`src/rtl/core/fts_pkg.sv`:
```
package fts_pkg;

    localparam int CMD_W   = 2;
    localparam int IDX_W   = 11;
    localparam int NODE_W  = 12;
    localparam int DELTA_W = 32;
    localparam int SUM_W   = 64;

    localparam int QUEUE_DEPTH = 2;
    localparam int QUEUE_PTR_W = 1;
    localparam int QUEUE_CNT_W = 2;

    localparam logic [CMD_W-1:0] CMD_POINT_ADD = 2'd0;
    localparam logic [CMD_W-1:0] CMD_RANGE_ADD = 2'd1;
    localparam logic [CMD_W-1:0] CMD_PREFIX    = 2'd2;
    localparam logic [CMD_W-1:0] CMD_RANGE_SUM = 2'd3;

    // two walks per request: walk a adds, walk b subtracts; index 0 skips a walk
    typedef struct packed {
        logic              is_query;
        logic [NODE_W-1:0] idx_a;
        logic [NODE_W-1:0] idx_b;
        logic [SUM_W-1:0]  amount;
    } op_t;

endpackage

```
`src/rtl/core/fts_front.sv`:
```
module fts_front (
    input  logic                           in_valid,
    output logic                           in_ready,
    input  logic [fts_pkg::CMD_W-1:0]      cmd,
    input  logic [fts_pkg::IDX_W-1:0]      first_index,
    input  logic [fts_pkg::IDX_W-1:0]      last_index,
    input  logic signed [fts_pkg::DELTA_W-1:0] delta,
    input  logic [fts_pkg::IDX_W-1:0]      eff_size,
    input  logic                           q_full,
    input  logic                           clearing,
    output logic                           push,
    output fts_pkg::op_t                   op
);
    import fts_pkg::*;

    logic              bad_range;
    logic [IDX_W-1:0]  lo_m1;
    logic [IDX_W-1:0]  hi_sat;
    logic [IDX_W-1:0]  lo_m1_sat;
    logic [NODE_W-1:0] lo_ext;
    logic [NODE_W-1:0] hi_plus1;

    assign in_ready = !q_full && !clearing;
    assign push     = in_valid && in_ready;

    always_comb
    begin
        bad_range = (first_index == '0) || (last_index == '0) || (first_index > last_index);
        lo_m1     = first_index - 1'b1;
        hi_sat    = (last_index > eff_size) ? eff_size : last_index;
        lo_m1_sat = (lo_m1 > eff_size) ? eff_size : lo_m1;
        lo_ext    = {1'b0, first_index};
        hi_plus1  = {1'b0, last_index} + 12'd1;

        op.amount   = SUM_W'(delta);
        op.is_query = 1'b0;
        op.idx_a    = '0;
        op.idx_b    = '0;
        unique case (cmd)
            CMD_POINT_ADD:
            begin
                op.idx_a = lo_ext;
            end
            CMD_RANGE_ADD:
            begin
                op.idx_a = bad_range ? '0 : lo_ext;
                op.idx_b = bad_range ? '0 : hi_plus1;
            end
            CMD_PREFIX:
            begin
                op.is_query = 1'b1;
                op.idx_a    = {1'b0, hi_sat};
            end
            CMD_RANGE_SUM:
            begin
                op.is_query = 1'b1;
                op.idx_a    = bad_range ? '0 : {1'b0, hi_sat};
                op.idx_b    = bad_range ? '0 : {1'b0, lo_m1_sat};
            end
            default:
            begin
                op.idx_a = '0;
            end
        endcase
    end

endmodule

```
`config.mk`:
```
export PLATFORM = sky130hd
export DESIGN_NAME = fts_front
export DESIGN_NICKNAME = d
export VERILOG_FILES = /design/src/rtl/core/fts_pkg.sv /design/src/rtl/core/fts_front.sv
export SDC_FILE = /design/constraint.sdc
export NUM_CORES = 1
export LEC_CHECK = 0
export ABC_AREA = 1
export BUFFER_PORTS_ARGS = -buffer_cell sky130_fd_sc_hd__buf_4
export CAP_MARGIN = 20
export CORE_UTILIZATION = 46
export DETAILED_ROUTE_END_ITERATION = 7
export GPL_ROUTABILITY_DRIVEN = 0
export PLACE_DENSITY_LB_ADDON = 0.1
export RECOVER_POWER = 50
export SLEW_MARGIN = 25
export SYNTH_ARGS = -nofsm -noshare
export SYNTH_HDL_FRONTEND = slang
export SYNTH_SLANG_ARGS = --single-unit
export TNS_END_PERCENT = 100
```
`constraint.sdc`:
```
create_clock -name vclk -period 3
set_input_delay 0.3 -clock vclk [all_inputs]
set_output_delay 0.3 -clock vclk [all_outputs]
set_load 0.02 [all_outputs]
```
# Word level (Yosys, flattened, before mapping)
# Cells that the tools add are included.
[classes]
magnitude_cmp = 3
muxes = 9
addsub = 2
n_shift = 0
eq_ne = 3
n_div = 0
reduce_logical = 10
n_mul = 0
bitwise = 0
[op_table]
columns = ["op", "count"]
rows = [
  ["$mux 11", 5],
  ["$pmux 12 s4", 1],
  ["$gt 11x11->1", 3],
  ["$pmux 12 s2", 1],
  ["$logic_not 11->1", 2],
  ["$add 11x1->12 const B", 1],
  ["$mux 12", 1],
  ["$sub 11x1->11 const B", 1],
  ["$eq 2x2->1 const B", 2],
  ["$eq 2x1->1 const B", 1],
  ["$logic_and 1x1->1", 2],
  ["$logic_not 1->1", 2],
  ["$logic_not 2->1", 1],
  ["$logic_or 1x1->1", 2],
  ["$reduce_or 2->1", 1],
  ["$mux 1", 1],
]
[word_totals]
in_bits = 70
rom_bits = 0
mem_count = 0
out_inout_bits = 91
latchBits = 0
ram_bits = 0
wordCells = 27
ff_bits = 0

# Logic depth before layout (Yosys ltp)
# Gate-level depths: netlist (run 1).
[depth]
ltp_word = 5
ltp_mapped = 20
ltp_nobuf = 19

# Worst setup path after synthesis (run 1)
# Ideal clock, no wire load.
[synth_timing]
path_type = "in2out"
from = "in first_index[0] in the netlist's numbering"
to = "out op[73] in the netlist's numbering"
path_stages = 18
path_buffers = 0
t_arrival_ns = 2.558
path_slack_ns = 0.142
required_time_ns = 2.700
cell_sequence = "inv_1 -> ha_1 -> nand2_2 -> nor2_4 -> nand2_1 -> nand2_1 -> and2_2 -> inv_1 -> ha_1 -> nand2_1 -> nor2_1 -> and2_4 -> nand2_1 -> nand3_2 -> nand2_4 -> nand2_1 -> nand2_1 -> o21ai_0"
[synth_rtl]
columns = ["element", "line_no", "source"]
rows = [
  ["from (decl)", "fts_front.sv:5", "input logic [fts_pkg::IDX_W-1:0] first_index,"],
  ["to (decl)", "fts_front.sv:12", "output fts_pkg::op_t op"],
]

==> results of run 1 <==
routing by layer:
metal,share of wire [%],GRT usage [%]
met1,47,30.9
met2,48,41.4
met3,5.0,1.31
met4,0.19,0.769
met5,0,0
cells in the mapped netlist, drive strengths merged, types with 2 or more instances:
cell	number	share of area (%)
nand2	163	25
nand4	4	1.6
buf	72	21
clkbuf	2	0.29
and2	2	0.63
a21oi	11	2.1
nand3b	3	0.88
ha	36	18
xor2	11	3.8
nor3	5	0.98
o21ai	12	3.4
xnor2	4	1.4
nor2	29	4.6
inv	57	8.3
nand3	35	7.4
worst max-delay path, delay by kind of cell:
kind / cells / cell delay [ns]
compound gates: 1 / 0.14
simple gates: 10 / 1.11
xor+xnor: 1 / 0.26
fa+ha+maj: 1 / 0.27
buf+inv: 3 / 0.46
power groups by stage:
stage	clock network (mW)	registers (mW)	logic, mW
after floorplan	0	0	0.426
after global placement	0	0	0.471
after detailed placement	0	0	0.474
after CTS	0	0	0.476
after global routing	0	0	0.557
final	0	0	0.495
what timing repair did:
item / 4_1_cts / 5_1_grt
hold buffers: 0 / 0
gates resized for setup: 0 / 18
endpoints found under the hold margin: 0 / 0
setup endpoints to repair: 0 / 11
final cells by class:
class	instances	area (um2)	area share (%)
timing repair buffer	69	526	19.5
tap	70	87.6	3.25
inverter	57	214	7.93
multi-input combinational	320	1870	69.3
cell families (layout without fill, tap and decap cells):
logic type,after synthesis,count (layout),synth area share [%]
AOI/OAI and AO/OA,24,24,5.81
xor gates and xnor gates,15,15,5.12
adders and majority gates,36,36,17.6
buffers and inverters,131,126,29.9
other,1,1,0.146
and+or+nand+nor,243,244,41.5
worst max path at each step:
| stage | from | endpoint | slack (ns) |
|---|---|---|---|
| global placement | first_index[0] | op[73] | 0.13 |
| finish | first_index[1] | op[73] | 0.13 |
| floorplan | first_index[0] | op[73] | 0.14 |
| detailed placement | first_index[0] | op[73] | 0.07 |
| CTS | first_index[0] | op[73] | 0.06 |
| global route | first_index[1] | op[64] | -0.02 |
metrics by stage:
step / hold WS [ns] / instance area [um2]
after global placement: 0.600 / 2620
after global routing: 0.600 / 2700
after detailed placement: 0.600 / 2620
after floorplan: 0.675 / 2560
final: 0.600 / 2700
after CTS: 0.600 / 2620
==> run summary, run 1 <==
Filler-free cell count of the finished design: 516. Walking the worst path, the cells encountered are buf_4 > nor2_1 > nand3_1 > nor3_1 > xor2_1 > ha_1 > nand2_1 > nor2_2 > and2_4 > nand2_2 > nand3_4 > buf_6 > nand3_1 > nand2_1 > o21ai_1 > buf_4. The run gives 0.0866 mV as the peak ir drop on the vdd network. In this run switching power makes up 60.3% of total power. Fraction of the core area covered by cells at the end of the flow: 51.5%.

0 antenna diodes ended up in the layout. The final route contains 2462 vias. For this run, the total global-route usage over all layers was measured as 22.8%.

The tools report the total DRC errors in the routed layout as 0. The number of detailed-routing iterations run before antenna repair is 4. The tools report the count of buffers added by post-CTS timing repair for setup as 0. The tools report the beginning of the worst hold path as delta[13].

After global routing the overflow that remains totals 0. For the via count of the first global-routing pass, the log shows 2271. Including well taps, the total number of placed cells is 515.

Pin placement for this block handled 161 I/O pins. The number of antenna violations at the first check in global routing is 0. Wires add up to 6750 um. The tools report the internal power summed over all cells as 0.196 mW. The min-delay analysis places its worst path in the category input pin to primary output.

The worst setup path is captured at a primary output. Headroom to the max-slew limit came out at 60.7%. The wire length of the first global-routing pass was 11000 um; the starting utilization of the core area was 48.9%.

Of the total power, the clock network draws 0%. The run gives 30 as the count of different cell masters after synthesis. The number of nets with antenna violations after detailed routing was 0.

The total leakage power is 1.65 nW. Fill cells in the final layout number 569. Dividing total power by cell area gives a power density of 183 nW/um2. The tools report the combinational share of power as 100.0%.

For hold timing, the worst endpoint is op[13]. From synthesis to final layout, the design area changed by 5.22%. The design draws 0.495 mW. The required arrival time at the worst endpoint was 2.70 ns. Across the run, the number of max-cap violations was 0.

A synthesized cell averages 5.70 um2. The DRC violation total after the first TritonRoute iteration is 115, and the number of nets produced by synthesis is 556. Measured along the x axis, the die boundary spans 76.7 um. The number of placement rows is 26, and the maximum number of pins on one net before global-route repair is 34. For the sequential-to-total area share from yosys stat, the log shows 0%.

The wire-length estimate of the detail-placed layout is 5760 um. The max-slew violation count was 0; the post-layout minimum cycle time was 2.87 ns. The layout has 0 clock buffers. The floorplan step defined a core boundary enclosing 5240 um2. The floorplan step defined a die boundary enclosing 5880 um2. Along the worst hold path, the cell count comes to 0. For the post-layout net count, the log shows 554. At the placement stage, the worst setup path has a slack of 0.0655 ns. There are 0 flip-flops and latches. During synthesis, Yosys emitted a total of 0 warnings. Dividing the detail-routed wire length by the instance count gives 13.1 um. The number of instances in the synthesized netlist is 450, and the peak per-stage delay on the critical path is 0.27 ns.

For the pin with the worst max-slew slack, the measured transition is 0.588 ns. The post-route netlist has 22.9% of its cells at a drive strength greater than 1. Timing would allow up to 348 MHz. The register share of total power was 0%. Setup slack closes at 0.129 ns. The final count of hold timing violations came out at 0. Leaving out fill and tap cells, the most frequent cell in the layout is nand2_1.

In the final layout, flip-flops and latches occupy 0 um2. The critical path is of the input pin to primary output type. The floorplan step set the die height to 76.7 um. The run finished with clean final reports. Data on the critical path arrives at its endpoint at 2.57 ns. For the final routed database, the setup TNS stands at 0 ns. Along the worst path, the maximum fanout reaches 5. STA classifies the critical path startpoint as an input pin.

In this run the power spent charging and discharging nets is 0.299 mW. The netlist area before placement was 2560 um2; the total of buffers placed on input and output ports was 64. Using the TritonRoute via totals, the vias-per-cell ratio works out to 4.77. Among all stages on the critical path, the largest delay is contributed by ha_1. Setup violations remaining at the end of the flow were counted as 0. The final clock period utilization by the worst path works out to 95.7%. The top cell types in the final layout, fill and taps aside, are nand2_1, buf_4, inv_1.
No activity file was read; power rests on OpenSTA's default activity.
==> run 2, diff against run 1 <==
--- a/config.mk
+++ b/config.mk
@@ -7,12 +7,12 @@
 export LEC_CHECK = 0
 export ABC_AREA = 1
 export BUFFER_PORTS_ARGS = -buffer_cell sky130_fd_sc_hd__buf_4
-export CAP_MARGIN = 20
+export CAP_MARGIN = 5
 export CORE_UTILIZATION = 46
 export DETAILED_ROUTE_END_ITERATION = 7
 export GPL_ROUTABILITY_DRIVEN = 0
 export PLACE_DENSITY_LB_ADDON = 0.1
-export RECOVER_POWER = 50
+export RECOVER_POWER = 100
 export SLEW_MARGIN = 25
 export SYNTH_ARGS = -nofsm -noshare
 export SYNTH_HDL_FRONTEND = slang
==> run 2 against run 1 <==
Net effect: die area is the same; sequential share of layout area stayed put; first-iteration DRC count fell by 10%; worst setup slack lost 0.00063 ns; critical path type unchanged; largest cell class unchanged.
==> run summary, run 2 (synthesis results as in run 1) <==
The leading cell type in the layout, fill and taps excluded was nand2_1. The tools report the number of placement rows as 26 (unchanged). The tools report the maximum number of pins on one net before global-route repair as 34 (unchanged). The run gives 5880 um2 (unchanged) as the area enclosed by the die boundary. The signal on the critical path passes through buf_4 > nor2_1 > nand3_1 > nor3_1 > xor2_1 > ha_1 > nand2_1 > nor2_2 > and2_4 > nand2_2 > nand3_4 > buf_6 > nand3_1 > nand2_1 > o21ai_1 > buf_2.

The tools report the post-layout net count as 554 (unchanged). The total DRC errors in the routed layout was 0 (unchanged); the peak per-stage delay on the critical path was 0.27 ns (about the same). The core area was 5240 um2 (unchanged); the peak ir drop on the vdd network was 0.0872 mV (+0.65%). The beginning of the worst hold path was delta[13]. The DRC violation total after the first TritonRoute iteration came out at 103 (-10%). The total routing usage reported by global routing was 22.8% (unchanged); the wire length of the first global-routing pass was 11000 um (unchanged). Number of vias per cell after detailed routing: 4.78 (+0.16%). The highest net fanout along the worst path was 5 (unchanged); the number of detailed-routing iterations run before antenna repair was 4 (unchanged). The tools report the starting utilization of the core area as 48.9% (unchanged). The library cells used most frequently in the layout, excluding fill and tap cells, are nand2_1, inv_1, buf_4. The headroom to the max-slew limit came out at 57.7% (-2.9 points). Following the worst setup path forward leads to its endpoint at op[73]. The fraction of final layout cells with drive strength greater than 1 is 21.3% (-1.6 points), and the number of antenna violations at the first check in global routing is 0 (unchanged).

The routed length on met3 was 328 um (-2.1%); the final clock period utilization by the worst path was 95.7% (about the same). The logic depth of the worst path, buffers included is 16 (unchanged). The worst hold path depth was 0 (unchanged).

Count of inserted antenna diode cells: 0 (unchanged). The post-detailed-routing wire length is 6710 um (-0.52%). The kind of cell with the highest combined delay along the critical path is simple AND/OR/NAND/NOR gates. Total of buffers placed on input and output ports: 64 (unchanged). The critical path class was input pin to primary output. The via count of the first global-routing pass was 2271 (unchanged); the post-synthesis to final-layout area growth was 2.64%. The count of filler cells inserted in the layout was 582 (+2.3%); the met2 wirelength from detailed routing was 3190 um (-0.81%). The worst setup path is captured at a primary output. The total via count after detailed routing is 2466 (+0.16%). The tools report the arrival time of data at the critical path endpoint as 2.57 ns (about the same).

The highest metal layer with signal wires was met4. The die height is 76.7 um (unchanged). The run gives 0 (unchanged) as the setup-violating endpoint count in the final report.

The buffers plus inverters on the worst setup path came out at 3 (unchanged). The post-layout minimum cycle time was 2.87 ns (+0.000629 ns); the number of clock buffers in the layout was 0 (unchanged). For the highest achievable clock rate, the log shows 348 MHz (about the same).

The sum of negative setup slack is 0 ns (unchanged). The final count of hold timing violations was 0 (unchanged). The average wire per cell in the routed design is 13.0 um (-0.52%).

Power per cell area: 180 nW/um2 (-1.6%). The type of element launching the critical path is an input pin. The slew at the pin with the worst max-slew slack was 0.634 ns (+0.0462 ns); the total leakage power was 1.62 nW (-1.9%). The flip-flop and latch count is 0 (unchanged).

The die boundary width works out to 76.7 um (unchanged). The flow ran to the end, and the final reports show no timing, DRC or antenna violations. The combined flip-flop and latch cell area is 0 um2 (unchanged).

In this run the worst setup path begins at first_index[1]. Max-cap violation count: 0 (unchanged). The tools report the met1 layer wirelength in the final routing as 3180 um (about the same). The max-slew violation count was 0 (unchanged).

The number of nets with antenna violations after detailed routing was 0 (unchanged). The logs give 50.2% (-1.3 points) for the fraction of the core area covered by cells at the end of the flow and 5760 um (unchanged) for the post-DP HPWL. In this run the worst hold path is classified as input pin to primary output.

For the sum of overflow across all layers after global routing, the log shows 0 (unchanged). Among all stages on the critical path, the largest delay is contributed by ha_1. For the top-level I/O count, the log shows 161 (unchanged). The required arrival time at the worst endpoint was 2.70 ns (about the same).

For the count of buffers added by post-CTS timing repair for setup, the log shows 0 (unchanged).
run 2: changes by cell type in the layout (fill, tap and decap cells not counted), sizes merged:
cell and change:
buf -15, clkbuf +15
run 2: repair_timing:
item | CTS | global route
endpoints found under the setup margin | 0 | 11
hold buffers | 0 | 0
gates resized for setup | 0 | 18
hold endpoints to repair | 0 | 0
run 2: routing by layer:
layer,vias to the layer above,global-route usage (%)
li1,1326,-
met1,1053,30.9
met2,83,41.4
met3,4,1.31
met4,0,0.769
met5,-,0
run 2: area by class of cell:
cell class	instances	area [um2]	share of cell area [%]
Multi-Input combinational cell	320	1850	70.4
Tap cell	70	87.6	3.33
Timing Repair Buffer	69	478	18.2
Inverter	57	214	8.13
run 2: stage by stage:
step	instances	hold WS [ns]	power (mW)	setup WS [ns]	cell area, um2
after floorplan	450	0.675	0.426	0.142	2560
after global placement	515	0.600	0.471	0.127	2620
after detailed placement	515	0.600	0.474	0.0655	2620
after CTS	515	0.600	0.476	0.0630	2620
after global routing	516	0.600	0.537	-0.0196	2630
final	516	0.600	0.475	0.129	2630
run 2: report_power, final:
group | internal (mW) | total [mW] | switching [mW]
registers | 0 | 0 | 0
logic | 0.180 | 0.475 | 0.295
clock network | 0 | 0 | 0
total | 0.180 | 0.475 | 0.295
run 2: worst min path at each step:
stage,endpoint,slack (ns)
floorplan,in_ready,0.67
global placement,op[0],0.60
detailed placement,op[0],0.60
CTS,op[0],0.60
global route,op[1],0.60
finish,op[13],0.60
