`src/rtl/core/fts_pkg.sv`:
```
package fts_pkg;

    localparam int CMD_W   = 2;
    localparam int IDX_W   = 11;
    localparam int NODE_W  = 12;
    localparam int DELTA_W = 32;
    localparam int SUM_W   = 64;

    localparam int QUEUE_DEPTH = 2;
    localparam int QUEUE_PTR_W = 1;
    localparam int QUEUE_CNT_W = 2;

    localparam logic [CMD_W-1:0] CMD_POINT_ADD = 2'd0;
    localparam logic [CMD_W-1:0] CMD_RANGE_ADD = 2'd1;
    localparam logic [CMD_W-1:0] CMD_PREFIX    = 2'd2;
    localparam logic [CMD_W-1:0] CMD_RANGE_SUM = 2'd3;

    // two walks per request: walk a adds, walk b subtracts; index 0 skips a walk
    typedef struct packed {
        logic              is_query;
        logic [NODE_W-1:0] idx_a;
        logic [NODE_W-1:0] idx_b;
        logic [SUM_W-1:0]  amount;
    } op_t;

endpackage

```
`src/rtl/core/fts_queue.sv`:
```
module fts_queue (
    input  logic         clk,
    input  logic         rst_n,
    input  logic         push,
    input  fts_pkg::op_t push_op,
    input  logic         pop,
    output fts_pkg::op_t head_op,
    output logic         not_empty,
    output logic         full
);
    import fts_pkg::*;

    op_t                    buf_reg [QUEUE_DEPTH];
    logic [QUEUE_PTR_W-1:0] wr_ptr_reg, wr_ptr_next;
    logic [QUEUE_PTR_W-1:0] rd_ptr_reg, rd_ptr_next;
    logic [QUEUE_CNT_W-1:0] count_reg, count_next;

    assign head_op   = buf_reg[rd_ptr_reg];
    assign not_empty = (count_reg != '0);
    assign full      = (count_reg == QUEUE_CNT_W'(QUEUE_DEPTH));

    always_comb
    begin
        wr_ptr_next = push ? wr_ptr_reg + 1'b1 : wr_ptr_reg;
        rd_ptr_next = pop ? rd_ptr_reg + 1'b1 : rd_ptr_reg;
        count_next  = count_reg;
        if (push && !pop)
        begin
            count_next = count_reg + 1'b1;
        end
        else if (pop && !push)
        begin
            count_next = count_reg - 1'b1;
        end
    end

    always_ff @(posedge clk or negedge rst_n)
    begin
        if (!rst_n)
        begin
            wr_ptr_reg <= '0;
            rd_ptr_reg <= '0;
            count_reg  <= '0;
        end
        else
        begin
            wr_ptr_reg <= wr_ptr_next;
            rd_ptr_reg <= rd_ptr_next;
            count_reg  <= count_next;
        end
    end

    always_ff @(posedge clk)
    begin
        if (push)
        begin
            buf_reg[wr_ptr_reg] <= push_op;
        end
    end

endmodule

```
`config.mk`:
```
export PLATFORM = sky130hd
export DESIGN_NAME = fts_queue
export DESIGN_NICKNAME = d
export VERILOG_FILES = /design/src/rtl/core/fts_pkg.sv /design/src/rtl/core/fts_queue.sv
export SDC_FILE = /design/constraint.sdc
export NUM_CORES = 1
export LEC_CHECK = 0
export BUFFER_PORTS_ARGS = -buffer_cell sky130_fd_sc_hd__buf_2
export CELL_PAD_IN_SITES_DETAIL_PLACEMENT = 0
export CELL_PAD_IN_SITES_GLOBAL_PLACEMENT = 1
export CORE_MARGIN = 8
export CORE_UTILIZATION = 47
export CTS_CLUSTER_DIAMETER = 120
export DETAILED_ROUTE_END_ITERATION = 12
export HOLD_SLACK_MARGIN = 0.1
export MAX_ROUTING_LAYER = met4
export PLACE_DENSITY_LB_ADDON = 0.2
export RECOVER_POWER = 100
export SETUP_SLACK_MARGIN = 0.15
export SYNTH_ARGS = -nofsm -noshare
export SYNTH_HDL_FRONTEND = slang
export SYNTH_SLANG_ARGS = --single-unit
```
`constraint.sdc`:
```
create_clock -name clk -period 8.9 [get_ports clk]
set_input_delay 2.67 -clock clk [delete_from_list [all_inputs] [get_ports clk]]
set_output_delay 2.67 -clock clk [all_outputs]
set_load 0.02 [all_outputs]
```
---- Yosys cells after proc, flatten, opt, wreduce, memory -nomap -nowiden ----
Memories as Yosys holds them, arrays and structs flattened.
Cells that the tools add are included.
word-level totals
  bits in writable memories ............... 178
  word-level logic and storage cells ...... 19
  memories ................................ 1
  flip-flop bits (word level) ............. 4
  output and inout bits ................... 91
  input bits .............................. 93
operators by class
  mux-type cells .......................... 4
  add/sub/neg operators ................... 4
  equality and inequality tests ........... 1
  reductions and logical operators ........ 6
memory list
  memory   depth  bits a word  rd ports  clocked after memory_dff  wr ports  RTL line         source
  buf_reg  2      89           1         0                         1         fts_queue.sv:13  op_t buf_reg [QUEUE_DEPTH];
operators with widths
  operator               count
  $mux W2                2
  $reduce_bool A2 Y1     2
  $add A1 B1 Y1 const B  2
  $add A2 B1 Y2 const B  1
  $eq A2 B2 Y1 const B   1
  $logic_and A1 B1 Y1    2
  $logic_not A1 Y1       2
  $mux W1                2
  $sub A2 B1 Y2 const B  1

---- Longest topological paths before layout ----
Gate-level depths: netlist of the first run.
  word-level depth ........................ 4
  gate-level depth with buffers ........... 5
  gate-level depth less buffers ........... 5

---- Worst setup path before layout of the first run ----
Ideal clock, no wire load.
  kind .................................... input to register
  start point ............................. in push
  end point ............................... mem buf_reg[0][0] in the netlist's numbering (enable)
  data required time ...................... 8,352 ps
  stages on the path ...................... 1
  arrival ................................. 6,552 ps
  setup time .............................. 548 ps
  slack ................................... 1,800 ps
  buffers on the path ..................... 0
  cell sequence ........................... nor2b_1
on the way
  cells in the longest elaborated chain, start to end .. 2
ends and longest elaborated chain
  item                           RTL line         source
  from (decl)                    fts_queue.sv:4   input logic push,
  $mux W1                        fts_queue.sv:55  if (push)
  $mux W1 (implied by the code)  fts_queue.sv:57  buf_reg[wr_ptr_reg] <= push_op;
  to (decl)                      fts_queue.sv:13
Every way passes these cells.

==> impl_metrics.py, run 1 <==
metrics = {
    "drt": {
        "totalWireLength_um": 12700,
        "firstDrtPassIters": 6,
        "drc": 0,
        "wl_per_cell_um": 18.6,
        "via_per_inst": 4.94,
        "vias": 3366,
        "drtIter0Drc": 149,
        "ant_nets": 0,
    },
    "power_and_ir_drop": {
        "p_sw_w": 0.000863,
        "switching_share_pct": 31.3,
        "power.internal_w": 0.00189,
        "clock_power_share_pct": 27.4,
        "power.density_nw_per_um2": 338,
        "ir_drop_uv": 142,
        "p_comb_share_pct": 28.4,
        "seqPwrFrac_pct": 44.2,
        "p_leak_nw": 2.79,
    },
    "synth": {
        "netlist.area_leader.share_pct": 80.1,
        "yosysMostFrequentCell": "edfxtp_1",
        "synth_common_cells": "edfxtp_1 (178), mux2_2 (89), clkbuf_8 (9)",
        "ys_warn_count": 0,
        "synthTopCellsByArea": "edfxtp_1 (80%), mux2_2 (15%), clkbuf_8 (1.9%), dfrtp_1 (1.5%), xor2_1 (0.53%)",
        "ys_seq_area_share_pct": 81.6,
        "async_flop_share_pct": 2.20,
        "syn_nets": 387,
        "ys_seq_elements": 182,
        "synthCells": 293,
        "synth_edf_count": 178,
        "yosysUniqueCellTypes": 13,
        "synthFlopType": "edfxtp_1",
        "synth_top_area_cell": "edfxtp_1",
        "syn_area_um2": 6670,
        "avgSynthCellArea_um2": 22.8,
    },
    "hold_path": {
        "holdPathStages": 1,
        "holdPathEnd": "count_reg[1]",
        "holdCritPathClass": "flop to flop",
        "min_from": "count_reg[1]",
    },
    "timing": {
        "rsz0062_at_grt": "no",
        "layout_min_cycle_time_ps": 5940,
        "finalHoldViolations": 0,
        "fmax_mhz": 168,
        "whs_ps": 486,
        "tns_ps": 0,
        "fin_skew_ps": 4.62,
        "tightest_slew_ps": 2860,
        "max-slew-margin-rel_pct": -90.7,
        "period_share_pct": 66.7,
        "slew_violations": 173,
        "setup_viol": 0,
    },
    "worst_setup_path": {
        "arrival_ps": 3270,
        "max_stage_delay_ps": 1460,
        "critical_path_required_ps": 6230,
        "rr_worst_depth": 2,
        "path_max_fanout": 51,
        "endpoint_kind": "primary output",
        "critical_path_class": "flop to primary output",
        "r2r-end": "buf_reg[1][25]",
        "path_buf_inv": 2,
        "path_delay_family": "flip-flops",
        "worstSetupStartpointType": "flop",
        "crit_slowest_cell": "dfrtp_1",
        "reg2reg_slack_ps": 5310,
        "crit-reg2reg-launch": "wr_ptr_reg",
        "cp_cell_sequence": "buf_4, mux2_2, clkbuf_1",
    },
    "floorplan": {
        "dieArea_um2": 18300,
        "chipHeight_um": 135,
        "core_um2": 13900,
        "die_x_um": 135,
        "rows": 43,
        "start_util_pct": 48.1,
        "io_pins": 184,
    },
    "final_layout": {
        "multiInputGateArea_um2": 1090,
        "antenna_cells": 0,
        "syn_to_final_growth_pct": 22.0,
        "largest_register_ffs": 178,
        "final_util_pct": 58.6,
        "fin_area_um2": 8140,
        "ff_latch_area_um2": 5450,
        "drive_gt1_share_pct": 33.9,
        "n_fill_cell": 1104,
        "nets": 583,
    },
    "clock_network": {
        "numCtsBuffers": 17,
        "htreeDepth": 4,
        "post_cts_resized": 0,
        "postCtsSetupBuffers": 0,
        "cts-root-buf": "clkbuf_16",
        "cts.sinks": 182,
        "insertion_delay_ps": 420,
        "hold_buffers": 0,
        "cts_tree": "yes",
        "clk_pin_slew_ps": 60,
        "cts_buffer_depth": 2,
    },
    "grt": {
        "grt_overflow": 0,
        "grt_pass1_wl_um": 19300,
        "grt_usage_pct": 14.5,
        "antenna_found_initial": 0,
        "grt_max_degree": 52,
        "grt_pass1_vias": 3724,
    },
    "status": {
        "status": "complete, but fails checks",
        "violations": "capacitance limit, slew limit",
    },
    "placed_design": {
        "hpwl_um": 8490,
        "io_buffers": 183,
        "post_dp_cell_area_um2": 7720,
        "gp_congestion": 0.715,
    },
    "run": {
        "cap_violations": 4,
    },
}
==> through the flow <==
step / setup WS [ps] / total power, W / std cells
floorplan: 1800 / 0.00184 / 293
global placement: 4140 / 0.00207 / 650
detailed placement: 4130 / 0.00208 / 650
CTS: 3670 / 0.00284 / 682
global route: 2750 / 0.00288 / 682
finish: 2960 / 0.00275 / 682
==> routing by layer <==
metal	global-route usage, %	routed length [um]	vias up
li1	-	-	1553
met1	16.1	5120	1679
met2	23.4	6510	117
met3	5.04	893	17
met4	5.92	189	0
met5	-	0	-
==> logic make-up after synthesis <==
kind of cell             count (synthesis)  synth area share [%]
flip-flops                             182                  81.6
AND/OR/NAND/NOR                          5                 0.431
adder cells (fa/ha/maj)                  1                 0.188
buffers and inverters                   11                  2.08
multiplexers                            89                  15.0
XOR/XNOR                                 5                 0.656
==> layout by cell type, fill, tap and decap left out <==
cell type,count
and2_0,1
buf_1,1
buf_2,58
buf_4,2
bufinv_16,4
clkbuf_1,129
clkbuf_16,17
clkinv_1,3
clkinv_2,4
clkinvlp_4,1
dfrtp_1,4
edfxtp_1,178
ha_1,1
inv_1,1
mux2_1,6
mux2_2,83
nor2_1,1
nor2b_1,2
or2_2,1
xnor2_1,1
xor2_1,4
==> power groups by stage <==
stage | combinational, W | clock, W | sequential, W
final | 0.000782 | 0.000755 | 0.00122
after global routing | 0.000842 | 0.000803 | 0.00124
after CTS | 0.000851 | 0.000770 | 0.00121
after detailed placement | 0.000847 | 0 | 0.00123
after global placement | 0.000846 | 0 | 0.00122
after floorplan | 0.000645 | 0 | 0.00120
==> cell type report <==
class                      count  share of cell area [%]
sequential                   182                    66.9
multi-input combinational    100                    13.4
timing repair buffer         187                    9.61
clock buffer                  20                    5.37
tap                          180                    2.77
clock inverter                12                    1.95
inverter                       1                  0.0461
==> how the worst max path moves through the flow <==
| stage | from | endpoint | slack [ps] | cells past startpoint |
|---|---|---|---|---|
| 4_1_cts | rd_ptr_reg | head_op[60] | 3670 | 3 |
| 5_1_grt | rd_ptr_reg | head_op[59] | 2750 | 3 |
| 3_3_place_gp | rd_ptr_reg | head_op[60] | 4140 | 3 |
| 2_1_floorplan | push | buf_reg[0][0] | 1800 | 1 |
| 3_5_place_dp | rd_ptr_reg | head_op[60] | 4130 | 3 |
| 6_report | rd_ptr_reg | head_op[59] | 2960 | 3 |
Note: power is estimated with default switching activity, not from simulation.
==> inputs of run 2 (changes only) <==
--- a/config.mk
+++ b/config.mk
@@ -5,11 +5,12 @@
 export SDC_FILE = /design/constraint.sdc
 export NUM_CORES = 1
 export LEC_CHECK = 0
+export ABC_AREA = 1
 export BUFFER_PORTS_ARGS = -buffer_cell sky130_fd_sc_hd__buf_2
 export CELL_PAD_IN_SITES_DETAIL_PLACEMENT = 0
 export CELL_PAD_IN_SITES_GLOBAL_PLACEMENT = 1
 export CORE_MARGIN = 8
-export CORE_UTILIZATION = 47
+export CORE_UTILIZATION = 40
 export CTS_CLUSTER_DIAMETER = 120
 export DETAILED_ROUTE_END_ITERATION = 12
 export HOLD_SLACK_MARGIN = 0.1
==> constraint.sdc (replaced) <==
create_clock -name clk -period 5.4 [get_ports clk]
set_input_delay 1.62 -clock clk [delete_from_list [all_inputs] [get_ports clk]]
set_output_delay 1.62 -clock clk [all_outputs]
set_load 0.02 [all_outputs]
==> impl_metrics.py, run 2 <==
metrics = {
    "timing": {
        "layout_min_cycle_time_ps": 4410,
        "rsz0062_at_grt": "no",
        "fmax_mhz": 227,
        "finalHoldViolations": 0,
        "slew_violations": 127,
        "period_share_pct": 81.6,
        "whs_ps": 483,
        "max-slew-margin-rel_pct": -34.6,
        "setup_viol": 0,
        "fin_skew_ps": 5.12,
        "tightest_slew_ps": 2010,
        "tns_ps": 0,
    },
    "synth": {
        "syn_area_um2": 6690,
        "async_flop_share_pct": 2.20,
        "synth_common_cells": "edfxtp_1 (178), mux2_2 (89), clkbuf_8 (9)",
        "avgSynthCellArea_um2": 22.1,
        "synthCells": 302,
        "synthTopCellsByArea": "edfxtp_1 (80%), mux2_2 (15%), clkbuf_8 (1.9%), dfrtp_1 (1.5%), inv_1 (0.39%)",
        "ys_seq_elements": 182,
        "synth_edf_count": 178,
        "synthFlopType": "edfxtp_1",
        "yosysUniqueCellTypes": 13,
        "ys_seq_area_share_pct": 81.4,
        "syn_nets": 396,
        "synth_top_area_cell": "edfxtp_1",
        "netlist.area_leader.share_pct": 79.9,
        "yosysMostFrequentCell": "edfxtp_1",
        "ys_warn_count": 0,
    },
    "grt": {
        "grt_overflow": 0,
        "grt_usage_pct": 12.6,
        "grt_pass1_vias": 3708,
        "antenna_found_initial": 3,
        "grt_max_degree": 68,
        "grt_pass1_wl_um": 19600,
    },
    "floorplan": {
        "dieArea_um2": 21100,
        "start_util_pct": 40.6,
        "rows": 47,
        "io_pins": 184,
        "die_x_um": 145,
        "chipHeight_um": 145,
        "core_um2": 16500,
    },
    "drt": {
        "wl_met2_um": 6420,
        "ant_nets": 0,
        "drc": 0,
        "highest_layer": "met4",
        "firstDrtPassIters": 4,
        "drtIter0Drc": 173,
        "wl_per_cell_um": 17.6,
        "wl_met1_um": 5490,
        "vias": 3388,
        "via_per_inst": 4.62,
        "routed-wl-met3_um": 793,
        "totalWireLength_um": 12900,
    },
    "clock_network": {
        "cts_buffer_depth": 2,
        "clk_pin_slew_ps": 60,
        "numCtsBuffers": 17,
        "cts_tree": "yes",
        "postCtsSetupBuffers": 0,
        "hold_buffers": 0,
        "cts-root-buf": "clkbuf_16",
        "cts.sinks": 182,
        "post_cts_resized": 0,
        "htreeDepth": 4,
        "insertion_delay_ps": 410,
    },
    "worst_setup_path": {
        "critPathCapture": "head_op[51]",
        "worstSetupStartpointType": "flop",
        "arrival_ps": 2790,
        "endpoint_kind": "primary output",
        "crit-reg2reg-launch": "wr_ptr_reg",
        "critPathLaunch": "rd_ptr_reg",
        "rr_worst_depth": 3,
        "critical_path_required_ps": 3780,
        "path_max_fanout": 64,
        "critical_path_class": "flop to primary output",
        "r2r-end": "buf_reg[1][52]",
        "reg2reg_slack_ps": 2360,
    },
    "status": {
        "status": "complete, but fails checks",
        "violations": "capacitance limit, slew limit",
    },
    "placed_design": {
        "io_buffers": 183,
        "gp_congestion": 0.702,
        "hpwl_um": 8730,
    },
    "final_layout": {
        "final_common_cell": "edfxtp_1",
        "syn_to_final_growth_pct": 23.3,
        "final_cell_mix": "edfxtp_1 (178), clkbuf_1 (124), mux2_2 (87), buf_2 (62), clkbuf_16 (17)",
        "drive_gt1_share_pct": 35.8,
        "largest_register_ffs": 178,
        "nets": 592,
    },
    "power_and_ir_drop": {
        "p_leak_nw": 2.83,
        "ir_drop_uv": 312,
        "power.density_nw_per_um2": 550,
    },
    "hold_path": {
        "holdPathStages": 2,
        "holdCritPathClass": "flop to flop",
    },
    "run": {
        "cap_violations": 3,
    },
}
run 2: cell types whose count changed after synthesis:
cell     delta
inv_1       +6
nand2_1     +6
nor2b_1     -2
xor2_1      -2
and2_1      -1
nand3_1     +1
nand4_1     +1
nor2_1      +1
or2_2       -1
run 2: cells by family (layout without fill, tap and decap cells):
group | after synthesis | count (layout) | synth area share [%]
other cells | 0 | 3 | 0
buf+inv | 17 | 226 | 2.41
fa+ha+maj | 1 | 1 | 0.187
xor+xnor | 3 | 3 | 0.393
flops | 182 | 182 | 81.4
mux | 89 | 89 | 15.0
simple gates | 10 | 10 | 0.617
run 2: through the flow:
step | utilization, % | total power, W | cells | instance area [um2] | setup WS [ps]
6_report | 50.1 | 0.00454 | 734 | 8250 | 994
2_1_floorplan | - | 0.00303 | 302 | 6690 | 1020
4_1_cts | 51.0 | 0.00468 | 731 | 8400 | 1350
3_5_place_dp | 47.4 | 0.00345 | 699 | 7810 | 1820
5_1_grt | 50.1 | 0.00475 | 734 | 8250 | 777
3_3_place_gp | 47.4 | 0.00344 | 699 | 7810 | 1810
run 2: worst min-delay path by stage:
stage	startpoint	end	slack (ps)
global route	count_reg[1]	count_reg[1]	510
global placement	count_reg[1]	count_reg[1]	450
CTS	count_reg[1]	count_reg[1]	490
finish	count_reg[1]	count_reg[1]	480
detailed placement	count_reg[1]	count_reg[1]	470
floorplan	count_reg[1]	count_reg[1]	440
run 2: area by class of cell:
type                            instances  area [um2]
Clock inverter                         12         150
Clock buffer                           20         437
Fill cell                            1475        8220
Multi-Input combinational cell        103        1080
Inverter                                7        27.5
Tap cell                              220         275
Antenna cell                            3        7.51
Timing Repair Buffer                  187         820
Sequential cell                       182        5450
run 2: worst max-delay path: stages (launching register included):
cell	delay, ps
dfrtp_2	1370
buf_4	410
mux2_2	360
clkbuf_1	190
run 2: metal layers:
layer	GRT usage (%)	vias to the layer above
met5	-	-
met4	5.36	0
met3	4.48	16
met2	20.0	119
met1	14.2	1670
li1	-	1583
run 2: report_power, final:
part | total, W | switching [W] | internal (W)
sequential | 0.00203 | 0.000151 | 0.00188
clock | 0.00122 | 0.000491 | 0.000729
combinational | 0.00129 | 0.000809 | 0.000480
